$ cat config.mk
export PLATFORM = sky130hd
export DESIGN_NAME = led_fire_heat_effect_flat
export DESIGN_NICKNAME = d
export VERILOG_FILES = /design/src/rtl/lfhe_pkg.sv /design/src/rtl/lfhe_ifs.sv /design/src/rtl/lfhe_alu.sv /design/src/rtl/lfhe_heat_ram.sv /design/src/rtl/led_fire_heat_effect.sv /design/src/flat_wrapper.sv
export SDC_FILE = /design/constraint.sdc
export NUM_CORES = 1
export LEC_CHECK = 0
export ABC_AREA = 0
export BUFFER_PORTS_ARGS = -buffer_cell sky130_fd_sc_hd__buf_2
export CORE_MARGIN = 2
export CORE_UTILIZATION = 48
export CTS_CLUSTER_SIZE = 30
export DETAILED_ROUTE_END_ITERATION = 8
export PLACE_DENSITY = 0.61
export SLEW_MARGIN = 40
export SYNTH_ARGS = -nofsm -noshare
export SYNTH_HDL_FRONTEND = slang
export SYNTH_SLANG_ARGS = --single-unit
$ cat constraint.sdc
create_clock -name clk -period 15.17 [get_ports clk]
set_input_delay 2.2755 -clock clk [delete_from_list [all_inputs] [get_ports clk]]
set_output_delay 2.2755 -clock clk [all_outputs]
set_load 0.1 [all_outputs]
$ cat src/rtl/lfhe_pkg.sv
// Package with the shared types, constants and helper function of the fire heat effect.
package lfhe_pkg;

  localparam int NUM_CELLS = 64;
  localparam int CELL_W    = $clog2(NUM_CELLS);

  typedef logic [CELL_W-1:0] cell_addr_t;

  localparam cell_addr_t LAST_CELL = cell_addr_t'(NUM_CELLS - 1);

  // Configuration port.
  localparam int CFG_IDX_W  = 2;
  localparam int CFG_DATA_W = 16;

  localparam logic [CFG_IDX_W-1:0] REG_COOL_LIMIT   = 2'd0;
  localparam logic [CFG_IDX_W-1:0] REG_SPARK_THRESH = 2'd1;
  localparam logic [CFG_IDX_W-1:0] REG_NOISE_SEED   = 2'd2;

  localparam logic [7:0]  COOL_LIMIT_RST   = 8'd10;
  localparam logic [7:0]  SPARK_THRESH_RST = 8'd120;
  localparam logic [15:0] NOISE_SEED_RST   = 16'd44257;

  // Arithmetic constants of the shared unit.
  localparam logic [9:0] DIV3_RECIP = 10'd683;
  localparam int         DIV3_SHIFT = 11;
  localparam logic [9:0] SHADE_MUL  = 10'd191;
  localparam logic [15:0] SHADE_BIAS = 16'd127;
  localparam logic [7:0] TOP_BAND   = 8'h80;
  localparam logic [7:0] MID_BAND   = 8'h40;
  localparam logic [7:0] FULL_LEVEL = 8'hFF;

  typedef enum logic [1:0] {
    OP_COOL,
    OP_DIFF,
    OP_SHADE
  } alu_op_t;

  typedef struct packed {
    logic [7:0] red;
    logic [7:0] green;
    logic [7:0] blue;
  } pixel_t;

  typedef struct packed {
    logic       rd_en;
    cell_addr_t rd_addr;
    logic       wr_en;
    cell_addr_t wr_addr;
    logic [7:0] wr_data;
  } ram_req_t;

  // Fibonacci LFSR with taps 16, 14, 13 and 11.
  function automatic logic [15:0] lfsr_next(input logic [15:0] s);
    logic fb;
    fb = s[0] ^ s[2] ^ s[3] ^ s[5];
    return {fb, s[15:1]};
  endfunction

endpackage

$ cat src/rtl/lfhe_ifs.sv
// Valid/ready channel interfaces for frame requests and colour results.
interface lfhe_req_if;
  logic       valid;
  logic       ready;
  logic [7:0] spark_roll;
  logic [2:0] spark_cell;
  logic [7:0] spark_boost;

  modport source (output valid, output spark_roll, output spark_cell, output spark_boost,
                  input ready);
  modport sink (input valid, input spark_roll, input spark_cell, input spark_boost,
                output ready);
endinterface

interface lfhe_pix_if;
  logic       valid;
  logic       ready;
  logic [5:0] cell_index;
  logic [7:0] red;
  logic [7:0] green;
  logic [7:0] blue;
  logic       frame_last;

  modport source (output valid, output cell_index, output red, output green, output blue,
                  output frame_last, input ready);
  modport sink (input valid, input cell_index, input red, input green, input blue,
                input frame_last, output ready);
endinterface

$ cat src/rtl/lfhe_alu.sv
// Shared arithmetic unit: cooling, diffusion divide by three and heat palette lookup.
module lfhe_alu
  import lfhe_pkg::*;
(
  input  alu_op_t    op,
  input  logic [7:0] a,
  input  logic [7:0] b,
  input  logic [7:0] c,
  output logic [7:0] result,
  output pixel_t     pixel
);

  logic [9:0]  mul_a;
  logic [9:0]  mul_b;
  logic [19:0] prod;
  logic [9:0]  diff_sum;
  logic [7:0]  cooldown;
  logic [7:0]  cooled;
  logic [15:0] shade_x;
  logic [15:0] shade_sum;
  logic [7:0]  shade_t;
  logic [7:0]  ramp;

  assign diff_sum = {2'b00, a} + {1'b0, b, 1'b0};

  always_comb begin
    mul_a = '0;
    mul_b = '0;
    unique case (op)
      OP_COOL: begin
        mul_a = {2'b00, b};
        mul_b = {2'b00, c};
      end
      OP_DIFF: begin
        mul_a = diff_sum;
        mul_b = DIV3_RECIP;
      end
      OP_SHADE: begin
        mul_a = {2'b00, a};
        mul_b = SHADE_MUL;
      end
      default: begin
        mul_a = '0;
        mul_b = '0;
      end
    endcase
  end

  assign prod = mul_a * mul_b;

  assign cooldown = prod[15:8];
  assign cooled   = (cooldown > a) ? 8'd0 : (a - cooldown);

  // Divide by 255 as (x + 1 + (x >> 8)) >> 8, exact over the range of h*191+127.
  assign shade_x   = prod[15:0] + SHADE_BIAS;
  assign shade_sum = shade_x + 16'd1 + {8'd0, shade_x[15:8]};
  assign shade_t   = shade_sum[15:8];
  assign ramp      = {shade_t[5:0], 2'b00};

  always_comb begin
    unique case (op)
      OP_COOL:  result = cooled;
      OP_DIFF:  result = 8'(prod >> DIV3_SHIFT);
      OP_SHADE: result = shade_t;
      default:  result = '0;
    endcase
  end

  always_comb begin
    priority if (shade_t > TOP_BAND) begin
      pixel = '{red: FULL_LEVEL, green: FULL_LEVEL, blue: ramp};
    end else if (shade_t > MID_BAND) begin
      pixel = '{red: FULL_LEVEL, green: ramp, blue: 8'd0};
    end else begin
      pixel = '{red: ramp, green: 8'd0, blue: 8'd0};
    end
  end

endmodule

$ cat src/rtl/lfhe_heat_ram.sv
// Heat store: one byte per cell, one write and one registered read per cycle.
module lfhe_heat_ram
  import lfhe_pkg::*;
(
  input  logic       clk,
  input  logic       rst,
  input  ram_req_t   ctrl,
  output logic [7:0] rd_data
);

  logic [7:0]           mem [NUM_CELLS];
  logic [NUM_CELLS-1:0] valid;

  // A cell never written since reset reads as zero heat.
  always_ff @(posedge clk) begin
    if (rst) begin
      valid <= '0;
    end else if (ctrl.wr_en) begin
      valid[ctrl.wr_addr] <= 1'b1;
    end
  end

  always_ff @(posedge clk) begin
    if (ctrl.wr_en) begin
      mem[ctrl.wr_addr] <= ctrl.wr_data;
    end
    if (ctrl.rd_en) begin
      rd_data <= valid[ctrl.rd_addr] ? mem[ctrl.rd_addr] : 8'd0;
    end
  end

endmodule

$ cat src/rtl/led_fire_heat_effect.sv
// Top level of the fire heat effect: sequencer, configuration registers and result register.
//
//   channel  dir  beat contents
//   req      in   spark_roll, spark_cell, spark_boost (one frame request)
//   pix      out  cell_index, red, green, blue, frame_last (one colour per cell)
//   cfg_*    in   cfg_we, cfg_index, cfg_data (register write, no handshake)
//
// A frame runs from one req beat to the next through a cooling pass over every cell, a
// prime step for the diffusion, a diffusion pass from the top cell down to cell 2, an
// emit pass over every cell and the idle state that takes req.
// The heat store gives one read and one write a cycle, so each pass moves one cell a cycle.
// Reset is synchronous and clears the heat store valid bits at once; no clearing pass.
// A stalled pix beat holds the emit pass; req is ready again once the top cell is loaded.
module led_fire_heat_effect
  import lfhe_pkg::*;
(
  input  logic                  clk,
  input  logic                  rst,
  input  logic                  cfg_we,
  input  logic [CFG_IDX_W-1:0]  cfg_index,
  input  logic [CFG_DATA_W-1:0] cfg_data,
  lfhe_req_if.sink              req,
  lfhe_pix_if.source            pix
);

  typedef enum logic [4:0] {
    ST_IDLE  = 5'b00001,
    ST_COOL  = 5'b00010,
    ST_PRIME = 5'b00100,
    ST_DIFF  = 5'b01000,
    ST_EMIT  = 5'b10000
  } state_t;

  state_t     state;
  state_t     state_next;
  cell_addr_t idx;
  cell_addr_t idx_next;
  logic [7:0] prev;
  logic [15:0] lfsr;
  logic [15:0] lfsr_step;
  logic        step_lfsr;
  logic [7:0]  cool_limit;
  logic [7:0]  spark_threshold;
  logic        fire;
  logic [2:0]  spark_cell;
  logic [7:0]  spark_boost;

  ram_req_t   ram_ctrl;
  logic [7:0] rd_data;

  alu_op_t    alu_op;
  logic [7:0] alu_a;
  logic [7:0] alu_b;
  logic [7:0] alu_result;
  pixel_t     alu_pixel;

  logic       req_accept;
  logic       slot_free;
  logic       load_pix;
  logic       spark_hit;
  logic [7:0] emit_heat;

  logic       pix_valid;
  logic [5:0] pix_index;
  pixel_t     pix_pixel;
  logic       pix_last;

  assign req.ready  = (state == ST_IDLE);
  assign req_accept = req.valid && req.ready;
  assign slot_free  = !pix_valid || pix.ready;
  assign lfsr_step  = lfsr_next(lfsr);

  // The spark lands after diffusion, so it is folded in as the cell is emitted.
  assign spark_hit = fire && (idx == cell_addr_t'(spark_cell));
  assign emit_heat = spark_hit ? (rd_data + spark_boost) : rd_data;

  always_comb begin
    alu_a = emit_heat;
    alu_b = rd_data;
    unique case (state)
      ST_COOL: begin
        alu_op = OP_COOL;
        alu_a  = rd_data;
        alu_b  = lfsr_step[7:0];
      end
      ST_DIFF: begin
        alu_op = OP_DIFF;
        alu_a  = prev;
        alu_b  = rd_data;
      end
      default: alu_op = OP_SHADE;
    endcase
  end

  lfhe_alu u_alu (
    .op     (alu_op),
    .a      (alu_a),
    .b      (alu_b),
    .c      (cool_limit),
    .result (alu_result),
    .pixel  (alu_pixel)
  );

  lfhe_heat_ram u_heat_ram (
    .clk     (clk),
    .rst     (rst),
    .ctrl    (ram_ctrl),
    .rd_data (rd_data)
  );

  always_comb begin
    state_next = state;
    idx_next   = idx;
    ram_ctrl   = '0;
    load_pix   = 1'b0;
    step_lfsr  = 1'b0;
    unique case (state)
      ST_IDLE: begin
        if (req_accept) begin
          ram_ctrl.rd_en   = 1'b1;
          ram_ctrl.rd_addr = '0;
          idx_next         = '0;
          state_next       = ST_COOL;
        end
      end
      ST_COOL: begin
        ram_ctrl.wr_en   = 1'b1;
        ram_ctrl.wr_addr = idx;
        ram_ctrl.wr_data = alu_result;
        ram_ctrl.rd_en   = 1'b1;
        step_lfsr        = 1'b1;
        if (idx == LAST_CELL) begin
          ram_ctrl.rd_addr = LAST_CELL - cell_addr_t'(1);
          state_next       = ST_PRIME;
        end else begin
          ram_ctrl.rd_addr = idx + cell_addr_t'(1);
          idx_next         = idx + cell_addr_t'(1);
        end
      end
      ST_PRIME: begin
        ram_ctrl.rd_en   = 1'b1;
        ram_ctrl.rd_addr = LAST_CELL - cell_addr_t'(2);
        idx_next         = LAST_CELL;
        state_next       = ST_DIFF;
      end
      ST_DIFF: begin
        // Top down: cells below idx still hold their cooled values.
        ram_ctrl.wr_en   = 1'b1;
        ram_ctrl.wr_addr = idx;
        ram_ctrl.wr_data = alu_result;
        ram_ctrl.rd_en   = 1'b1;
        if (idx == cell_addr_t'(2)) begin
          ram_ctrl.rd_addr = '0;
          idx_next         = '0;
          state_next       = ST_EMIT;
        end else begin
          ram_ctrl.rd_addr = idx - cell_addr_t'(3);
          idx_next         = idx - cell_addr_t'(1);
        end
      end
      ST_EMIT: begin
        if (slot_free) begin
          load_pix         = 1'b1;
          ram_ctrl.wr_en   = spark_hit;
          ram_ctrl.wr_addr = idx;
          ram_ctrl.wr_data = emit_heat;
          if (idx == LAST_CELL) begin
            state_next = ST_IDLE;
          end else begin
            ram_ctrl.rd_en   = 1'b1;
            ram_ctrl.rd_addr = idx + cell_addr_t'(1);
            idx_next         = idx + cell_addr_t'(1);
          end
        end
      end
      default: state_next = ST_IDLE;
    endcase
  end

  always_ff @(posedge clk) begin
    if (rst) begin
      state           <= ST_IDLE;
      idx             <= '0;
      lfsr            <= NOISE_SEED_RST;
      cool_limit      <= COOL_LIMIT_RST;
      spark_threshold <= SPARK_THRESH_RST;
      pix_valid       <= 1'b0;
    end else begin
      state     <= state_next;
      idx       <= idx_next;
      pix_valid <= load_pix || (pix_valid && !pix.ready);
      if (step_lfsr) begin
        lfsr <= lfsr_step;
      end
      if (cfg_we) begin
        unique case (cfg_index)
          REG_COOL_LIMIT:   cool_limit      <= cfg_data[7:0];
          REG_SPARK_THRESH: spark_threshold <= cfg_data[7:0];
          REG_NOISE_SEED:   lfsr            <= cfg_data;
          default: ;
        endcase
      end
    end
  end

  always_ff @(posedge clk) begin
    if (req_accept) begin
      fire        <= (req.spark_roll < spark_threshold);
      spark_cell  <= req.spark_cell;
      spark_boost <= req.spark_boost;
    end
    if (state == ST_PRIME || state == ST_DIFF) begin
      prev <= rd_data;
    end
    if (load_pix) begin
      pix_index <= 6'(idx);
      pix_pixel <= alu_pixel;
      pix_last  <= (idx == LAST_CELL);
    end
  end

  assign pix.valid      = pix_valid;
  assign pix.cell_index = pix_index;
  assign pix.red        = pix_pixel.red;
  assign pix.green      = pix_pixel.green;
  assign pix.blue       = pix_pixel.blue;
  assign pix.frame_last = pix_last;

endmodule

$ cat src/flat_wrapper.sv
// flat-port wrapper written by rule: the top's interface ports become plain ports
module led_fire_heat_effect_flat import lfhe_pkg::*;
  (clk, rst, cfg_we, cfg_index, cfg_data, req_valid, req_spark_roll, req_spark_cell, req_spark_boost, req_ready, pix_valid, pix_cell_index, pix_red, pix_green, pix_blue, pix_frame_last, pix_ready);
  lfhe_req_if req_i ();
  lfhe_pix_if pix_i ();
  input  logic clk;
  input  logic rst;
  input  logic cfg_we;
  input  logic [CFG_IDX_W-1:0] cfg_index;
  input  logic [CFG_DATA_W-1:0] cfg_data;
  input wire logic [$bits(req_i.valid)-1:0] req_valid;
  input wire logic [$bits(req_i.spark_roll)-1:0] req_spark_roll;
  input wire logic [$bits(req_i.spark_cell)-1:0] req_spark_cell;
  input wire logic [$bits(req_i.spark_boost)-1:0] req_spark_boost;
  output wire logic [$bits(req_i.ready)-1:0] req_ready;
  output wire logic [$bits(pix_i.valid)-1:0] pix_valid;
  output wire logic [$bits(pix_i.cell_index)-1:0] pix_cell_index;
  output wire logic [$bits(pix_i.red)-1:0] pix_red;
  output wire logic [$bits(pix_i.green)-1:0] pix_green;
  output wire logic [$bits(pix_i.blue)-1:0] pix_blue;
  output wire logic [$bits(pix_i.frame_last)-1:0] pix_frame_last;
  input wire logic [$bits(pix_i.ready)-1:0] pix_ready;
  assign req_i.valid = req_valid;
  assign req_i.spark_roll = req_spark_roll;
  assign req_i.spark_cell = req_spark_cell;
  assign req_i.spark_boost = req_spark_boost;
  assign req_ready = req_i.ready;
  assign pix_valid = pix_i.valid;
  assign pix_cell_index = pix_i.cell_index;
  assign pix_red = pix_i.red;
  assign pix_green = pix_i.green;
  assign pix_blue = pix_i.blue;
  assign pix_frame_last = pix_i.frame_last;
  assign pix_i.ready = pix_ready;
  led_fire_heat_effect u_core (.clk(clk), .rst(rst), .cfg_we(cfg_we), .cfg_index(cfg_index), .cfg_data(cfg_data), .req(req_i), .pix(pix_i));
endmodule
Word level (Yosys, flattened, before mapping)
Memory sizes are Yosys's and may differ from the RTL's. A register that Yosys moved wholly into a read port is not among the register bits. Cells that the tools add are included.

ROM bits: 0. Memories: 1. Memory bits (writable): 512. Bits of input ports: 42. Logic and storage cells: 116. Bits in latches: 0. Bits in registers: 159.

Divide/modulo/power cells: 0. Eq/ne operators: 17. Reductions and logical operators: 19. Bitwise logic cells: 4. Multipliers: 1. $lt $le $gt $ge: 7. $add $sub $neg: 9. Shift operators: 0. Mux-type cells: 40.

Memory list: u_core.u_heat_ram.mem (depth 64, bits a word 8, read ports 1, clocked after memory_dff 1, write ports 1, RTL line lfhe_heat_ram.sv:11) `logic [7:0] mem [NUM_CELLS];`.

Operators with widths (count): 64-bit bitwise OR (1); 10-bit case mux with 3 select lines (2); 16-bit two-way mux (3); 6-bit two-way mux (6); 7-bit case mux with 5 select lines (1); 8-bit two-way mux (4); 15-bit case mux with 2 select lines (1); 6-bit case mux with 5 select lines (1); 5-bit two-way mux (5); 5-bit case mux with 5 select lines (1); 8-bit case mux with 3 select lines (1); 22-bit two-way mux (1); 10-bit by 10-bit multiplier with 19-bit output (1); 18-bit two-way mux (1); 16-bit by 1-bit adder with 16-bit output, second input constant (1); 16-bit by 7-bit adder with 16-bit output, second input constant (1); 16-bit by 8-bit adder with 16-bit output (1); 8-bit case mux with 2 select lines (1); 6-bit by 7-bit < comparator with 1-bit output, second input constant (2); 7-bit two-way mux (2); 8-bit by 9-bit adder with 10-bit output (1); 8-bit adder (1); 8-bit by 7-bit greater-than comparator with 1-bit output, second input constant (1); 8-bit greater-than comparator (1); other kinds (33) (56).

Longest topological paths before layout
Word-level depth: 17. Gate-level depth with buffers: 53. Gate-level depth less buffers: 51.

Hierarchy
Synthesis repeated with hierarchy kept, for this count alone.

Cell total of the unflattened synthesis: 2375. Area, all modules: 32752.7 µm².

Modules (own cells, without submodules): lfhe_heat_ram (sequential area each 16896.2 µm², area each 22357.7 µm², cells an instance 1158, instances 1); lfhe_alu (sequential area each 0.0 µm², area each 5476.5 µm², cells an instance 699, instances 1); led_fire_heat_effect (sequential area each 2412.3 µm², area each 4918.5 µm², cells an instance 518, instances 1).

Worst setup path after synthesis
No wires, ideal clock.

Path kind: register to register. Start point: reg u_core.state[4]. End point: mem u_core.u_heat_ram.mem[0][0], data pin. Path buffers: 5. Stages on the path, launching flop included: 46. Setup slack: 3041 ps. Clock period less this slack: 12129 ps. Data arrival time: 11561 ps. Data required time: 14603 ps. Cells stage by stage: dfxtp_1 buf_6 or3_1 clkbuf_1 nor2_1 clkbuf_1 clkbuf_1 buf_1 a22oi_1 o21ai_0 ha_1 inv_1 fa_1 o21ai_0 inv_1 nor2_1 o311ai_0 o211ai_1 (+10 left out) fa_1 inv_1 fa_1 inv_1 ha_1 or3_1 or2_2 o22ai_1 xor2_1 ha_1 a21o_1 a21oi_1 o21bai_1 maj3_1 a211oi_1 nor2_1 inv_1 o221ai_1.

RTL lines: from (decl) (RTL line led_fire_heat_effect.sv:34) `state_t state;`; from (signal assigned) (RTL line led_fire_heat_effect.sv:189) `state <= state_next;`; to (decl) (RTL line lfhe_heat_ram.sv:11).

Worst setup path in the final report
Start point: reg u_core.idx[2]. End point: reg u_core.pix_pixel, in the netlist u_core.pix.blue[3], data pin.

Word-level cells in the longest chain between the ends: 12.

RTL lines: from (decl) (RTL line led_fire_heat_effect.sv:36) `cell_addr_t idx;`; from (signal assigned) (RTL line led_fire_heat_effect.sv:190) `idx <= idx_next;`; 6-bit by 3-bit == test with 1-bit output (*) (RTL line led_fire_heat_effect.sv:74) `assign spark_hit = fire && (idx == cell_addr_t'(spark_cell));`; 1-bit logical AND (*) (RTL line led_fire_heat_effect.sv:74); 8-bit two-way mux (*) (RTL line led_fire_heat_effect.sv:75) `assign emit_heat = spark_hit ? (rd_data + spark_boost) : rd_data;`; 8-bit case mux with 2 select lines (*) (RTL line led_fire_heat_effect.sv:80) `unique case (state)`; 8-bit by 9-bit adder with 10-bit output (RTL line lfhe_alu.sv:24) `assign diff_sum = {2'b00, a} + {1'b0, b, 1'b0};`; 10-bit case mux with 3 select lines (*) (RTL line lfhe_alu.sv:29) `unique case (op)`; 10-bit by 10-bit multiplier with 19-bit output (*) (RTL line lfhe_alu.sv:49) `assign prod = mul_a * mul_b;`; 16-bit by 7-bit adder with 16-bit output (*) (RTL line lfhe_alu.sv:55) `assign shade_x = prod[15:0] + SHADE_BIAS;`; 16-bit by 1-bit adder with 16-bit output (RTL line lfhe_alu.sv:56) `assign shade_sum = shade_x + 16'd1 + {8'd0, shade_x[15:8]};`; 16-bit by 8-bit adder with 16-bit output (*) (RTL line lfhe_alu.sv:56); 8-bit greater-than comparator (RTL line lfhe_alu.sv:70) `priority if (shade_t > TOP_BAND) begin`; 8-bit two-way mux (*) (RTL line lfhe_alu.sv:70); to (signal assigned) (RTL line led_fire_heat_effect.sv:217) `pix_pixel <= alu_pixel;`; to (decl) (RTL line led_fire_heat_effect.sv:65) `pixel_t pix_pixel;`.

Mark *: on every way between the ends. The rest lies on a longest branch, timed or not. A chain may end at the register's enable or synchronous reset.

==> results.md <==
- Ranked by total cell area, the synthesized netlist is headed by edfxtp_1 (52%), mux2i_1 (8.6%), dfxtp_1 (6.6%).
- The post-layout net count is around 3000.
- Buffers placed on the I/O ports in this run total 72.
- The floorplan step defined a die boundary enclosing approximately 70000 sq um.
- The post-route fraction of the period consumed by the critical path is between 80% and 90%.
- After synthesis, the mean cell area works out to approximately 12 sq um.
- The unique cell type count in the Yosys netlist is 76.
- Across every metal layer, demand over resource in global routing totals between 20% and 30%.
- The area share of the leading cell type in the synthesized netlist is 52.3%.
- The number of global-route vias before repair is about 21000.
- The launching point of the worst reg2reg path is u_core.idx[2]$_SDFFE_PP0P_.
- For the pin with the worst max-slew slack, the measured transition is approximately 0.92 ns.
- The final weighted congestion in routability-driven placement is between 0.9 and 1.
- The number of flops mapped to enable cells by yosys is ~570.
- The detailed-routing iteration count for the pre-antenna-repair pass is 6.
- The number of antenna violations at the first check in global routing was 2.
- The tool flagged a number of max-cap violations equal to 0.
- The required time of the critical path is between 15 and 20 ns.
- The clock insertion delay at the later pin of the skew report is between 0.6 and 0.7 ns.
- The layout overhead on the synthesized area is 12.0%.
- The class of the tightest hold or removal check is flop to flop.
- The placed instance area is between 30000 and 40000 sq um.
- The fill cell instance count of the final layout is approximately 5700.
- The number of sinks driven by the clock tree is 675.
- TritonCTS created a little over 70 clock buffers.
- The area inside the core boundary is around 67000 sq um.
- The proportion of synthesized flip-flops having asynchronous set or reset is 0%.
- The depth of the most critical reg-to-reg path is 46.
- The overflow left after global routing is 0.
- The H-tree was split into 3 levels.
- Setup repair after global routing left no endpoint under its margin.
- The number of vias per cell after detailed routing is roughly 5.8.
- In this run the post-CTS setup repair buffer count came out at 0.
- The critical path launch point type is a flop.
- The hold violation count in the final report was 0.
- The run finished with clean final reports.
- The floorplan step set the die width to 264 um.
- The final antenna-violating net count is 0.
- The pre-CTS setup slack is between 2 and 3 ns.
- The detailed router placed 21700 vias in this run.
- The maximum cell stage delay along the critical path is ~0.8 ns.
- The floorplan has 95 rows.
- The final design area excluding fillers is 36400 sq um.
- Summed over all failing endpoints, the final setup total negative slack is 0 ns.
- The top cell type by total area after synthesis is edfxtp_1.
- Summed over all nets, the half-perimeter wirelength after detailed placement is approximately 56000 um.
- The number of buffers on the longest clock path is 3.
- In this run the clock root is driven by a clkbuf_16.
- The routed design has approximately 87000 um of wire.
- The maximum operating frequency is 79.9 MHz.
- The startpoint of the most critical setup path is u_core.idx[2]$_SDFFE_PP0P_.
- The cell area after synthesis is between 30000 and 40000 sq um.
- Clock-pin slew was measured on the worst setup and hold paths at approximately 0.060 ns.
- After layout, the worst setup slack is 2.66 ns.
- For this run, the number of Yosys warnings is 0.
- By count the netlist is led by edfxtp_1 (567), nand2_1 (357), nor2_1 (311).
- Among all flip-flop cells after synthesis, the most frequent one is edfxtp_1.
- After layout, the minimum clock period comes to between 10 and 15 ns.
- The critical path is of the flop to flop type.
- For this design, the CTS-stage hold fixing added 0 buffers.
- The slowest library cell on the worst path is dfxtp_1.
- The worst setup path is captured at a flop.
- The maximum net fanout on the critical path is 20.
- The DRC violation total after the first TritonRoute iteration is 1823.
- The signal arrival time at the worst endpoint is approximately 13 ns.
- The headroom to the max-slew limit is between 30% and 40%.
- Among all cell types in the netlist, the one instantiated most often is edfxtp_1.
- The number of synthesized register bits is about 680.
- The first global-routing pass estimated between 100000 and 150000 um of wire.
- TritonCTS built the clock tree.
- The height of the die is between 200 and 300 um.
- The antenna cell count is 0.
- The remaining routing DRC violations is 0.
- The post-CTS resize count is 0.
- The count of endpoints failing setup in the final report is 0.
- Once the floorplan was initialized, standard cells occupied between 40 and 50% of the core.
- The number of max-slew violations in the final report came to 0.
- The worst hold path startpoint is u_core.u_heat_ram.valid[24]$_SDFFE_PP0P_.
- For this design the top-level I/O count stands at 75.
- The worst clock skew is just under 0.03 ns.
- Sequential elements use about 60% of the synthesized area.
- The fraction of final layout cells with drive strength greater than 1 is a little over a tenth.
- The wire length per cell is between 20 and 25 um.
- The most prevalent standard cell on the critical path is inv_1.
- The largest net degree at the start of global routing is between 70 and 80.
- The worst hold path was traced through 2 stages.
- The gate count of the mapped netlist is around 2700.
==> cells by family after synthesis <==
logic type | after synthesis | share of synthesized area (%)
multiplexers | 281 | 8.64
AND/OR/NAND/NOR | 967 | 12.9
other | 2 | 0.0231
adder cells (fa/ha/maj) | 156 | 7.25
flip-flops | 675 | 59.0
AO/OA/AOI/OAI | 332 | 7.02
buffers and inverters | 266 | 3.31
XOR/XNOR | 68 | 1.83
==> final cells by class <==
| cell class | instances | area [sq um] | share of cell area (%) |
|---|---|---|---|
| sequential | 675 | 19200 | 52.7 |
| clock buffer | 97 | 1970 | 5.40 |
| multi-input combinational | 1812 | 12600 | 34.7 |
| clock inverter | 35 | 413 | 1.13 |
| inverter | 125 | 469 | 1.29 |
| tap | 873 | 1090 | 3.00 |
| timing repair buffer | 111 | 672 | 1.84 |
==> per-layer routing <==
| layer | track usage [%] | part of all wire [%] | up-vias |
|---|---|---|---|
| li1 | - | - | 9984 |
| met1 | 33.3 | 43 | 10800 |
| met2 | 41.1 | 48 | 707 |
| met3 | 3.02 | 5.3 | 161 |
| met4 | 9.57 | 3.7 | 0 |
| met5 | 0 | 0 | - |
==> critical path, delay by kind of cell (launching register included) <==
family	cells	cell delay (ns)
muxes	1	0.34
adders and majority gates	9	3.87
and+or+nand+nor	11	2.75
buffers and inverters	9	0.82
xor gates and xnor gates	5	1.39
AOI/OAI and AO/OA	11	2.27
DFF	1	0.80
==> path summary, 6_finish.rpt <==
path	slack, ns	end
hold reg to reg	0.47	u_core.u_heat_ram.valid[24]$_SDFFE_PP0P_
setup reg to reg	2.66	u_core.pix.blue[3]$_SDFFCE_PP0P_
hold / removal	0.47	u_core.u_heat_ram.valid[24]$_SDFFE_PP0P_
setup / recovery	2.66	u_core.pix.blue[3]$_SDFFCE_PP0P_
==> layout by cell type, fill, tap and decap left out, types with 8 or more instances in the layout <==
master and count:
a211oi_1 15, a21o_1 11, a21oi_1 77, a22oi_1 53, a311oi_1 10, a31oi_1 8
a32oi_1 25, and2_1 10, buf_2 72, buf_4 34, clkbuf_1 20, clkbuf_16 74
clkinv_2 9, conb_1 8, dfxtp_1 107, edfxtp_1 567, fa_1 55, ha_1 99
inv_1 124, mux2i_1 281, nand2_1 355, nand2b_1 23, nand3_1 187, nand4_1 10
nor2_1 252, nor2_2 58, nor2b_1 12, nor3_1 11, o211ai_1 10, o21ai_0 56
o21bai_1 10, o221ai_4 8, or3_1 8, xnor2_1 49, xor2_1 19
==> metrics by stage <==
stage / cells / utilization, % / hold WS, ns
floorplan: 2753 / - / 0.403
finish: 3728 / 54.3 / 0.465
CTS: 3728 / 54.2 / 0.471
global route: 3728 / 54.3 / 0.491
global placement: 3594 / 50.4 / 0.448
detailed placement: 3596 / 50.6 / 0.458
==> flip-flops by register name, summed over array words and instances (netlist names), 3 cells and up <==
register / count
u_core.cool_limit: 8
u_core.u_heat_ram.valid: 64
u_core.pix.red: 7
u_core.pix.green: 7
u_core.lfsr: 16
u_core.state: 5
u_core.spark_boost: 8
u_core.pix.blue: 6
u_core.prev: 8
u_core.u_heat_ram.rd_data: 8
u_core.u_heat_ram.mem: 512
u_core.spark_threshold: 8
u_core.spark_cell: 3
u_core.pix.cell_index: 6
u_core.idx: 6
Power is not shown: default switching activity piles up to over one toggle a cycle in this logic, so the estimate is an artifact.
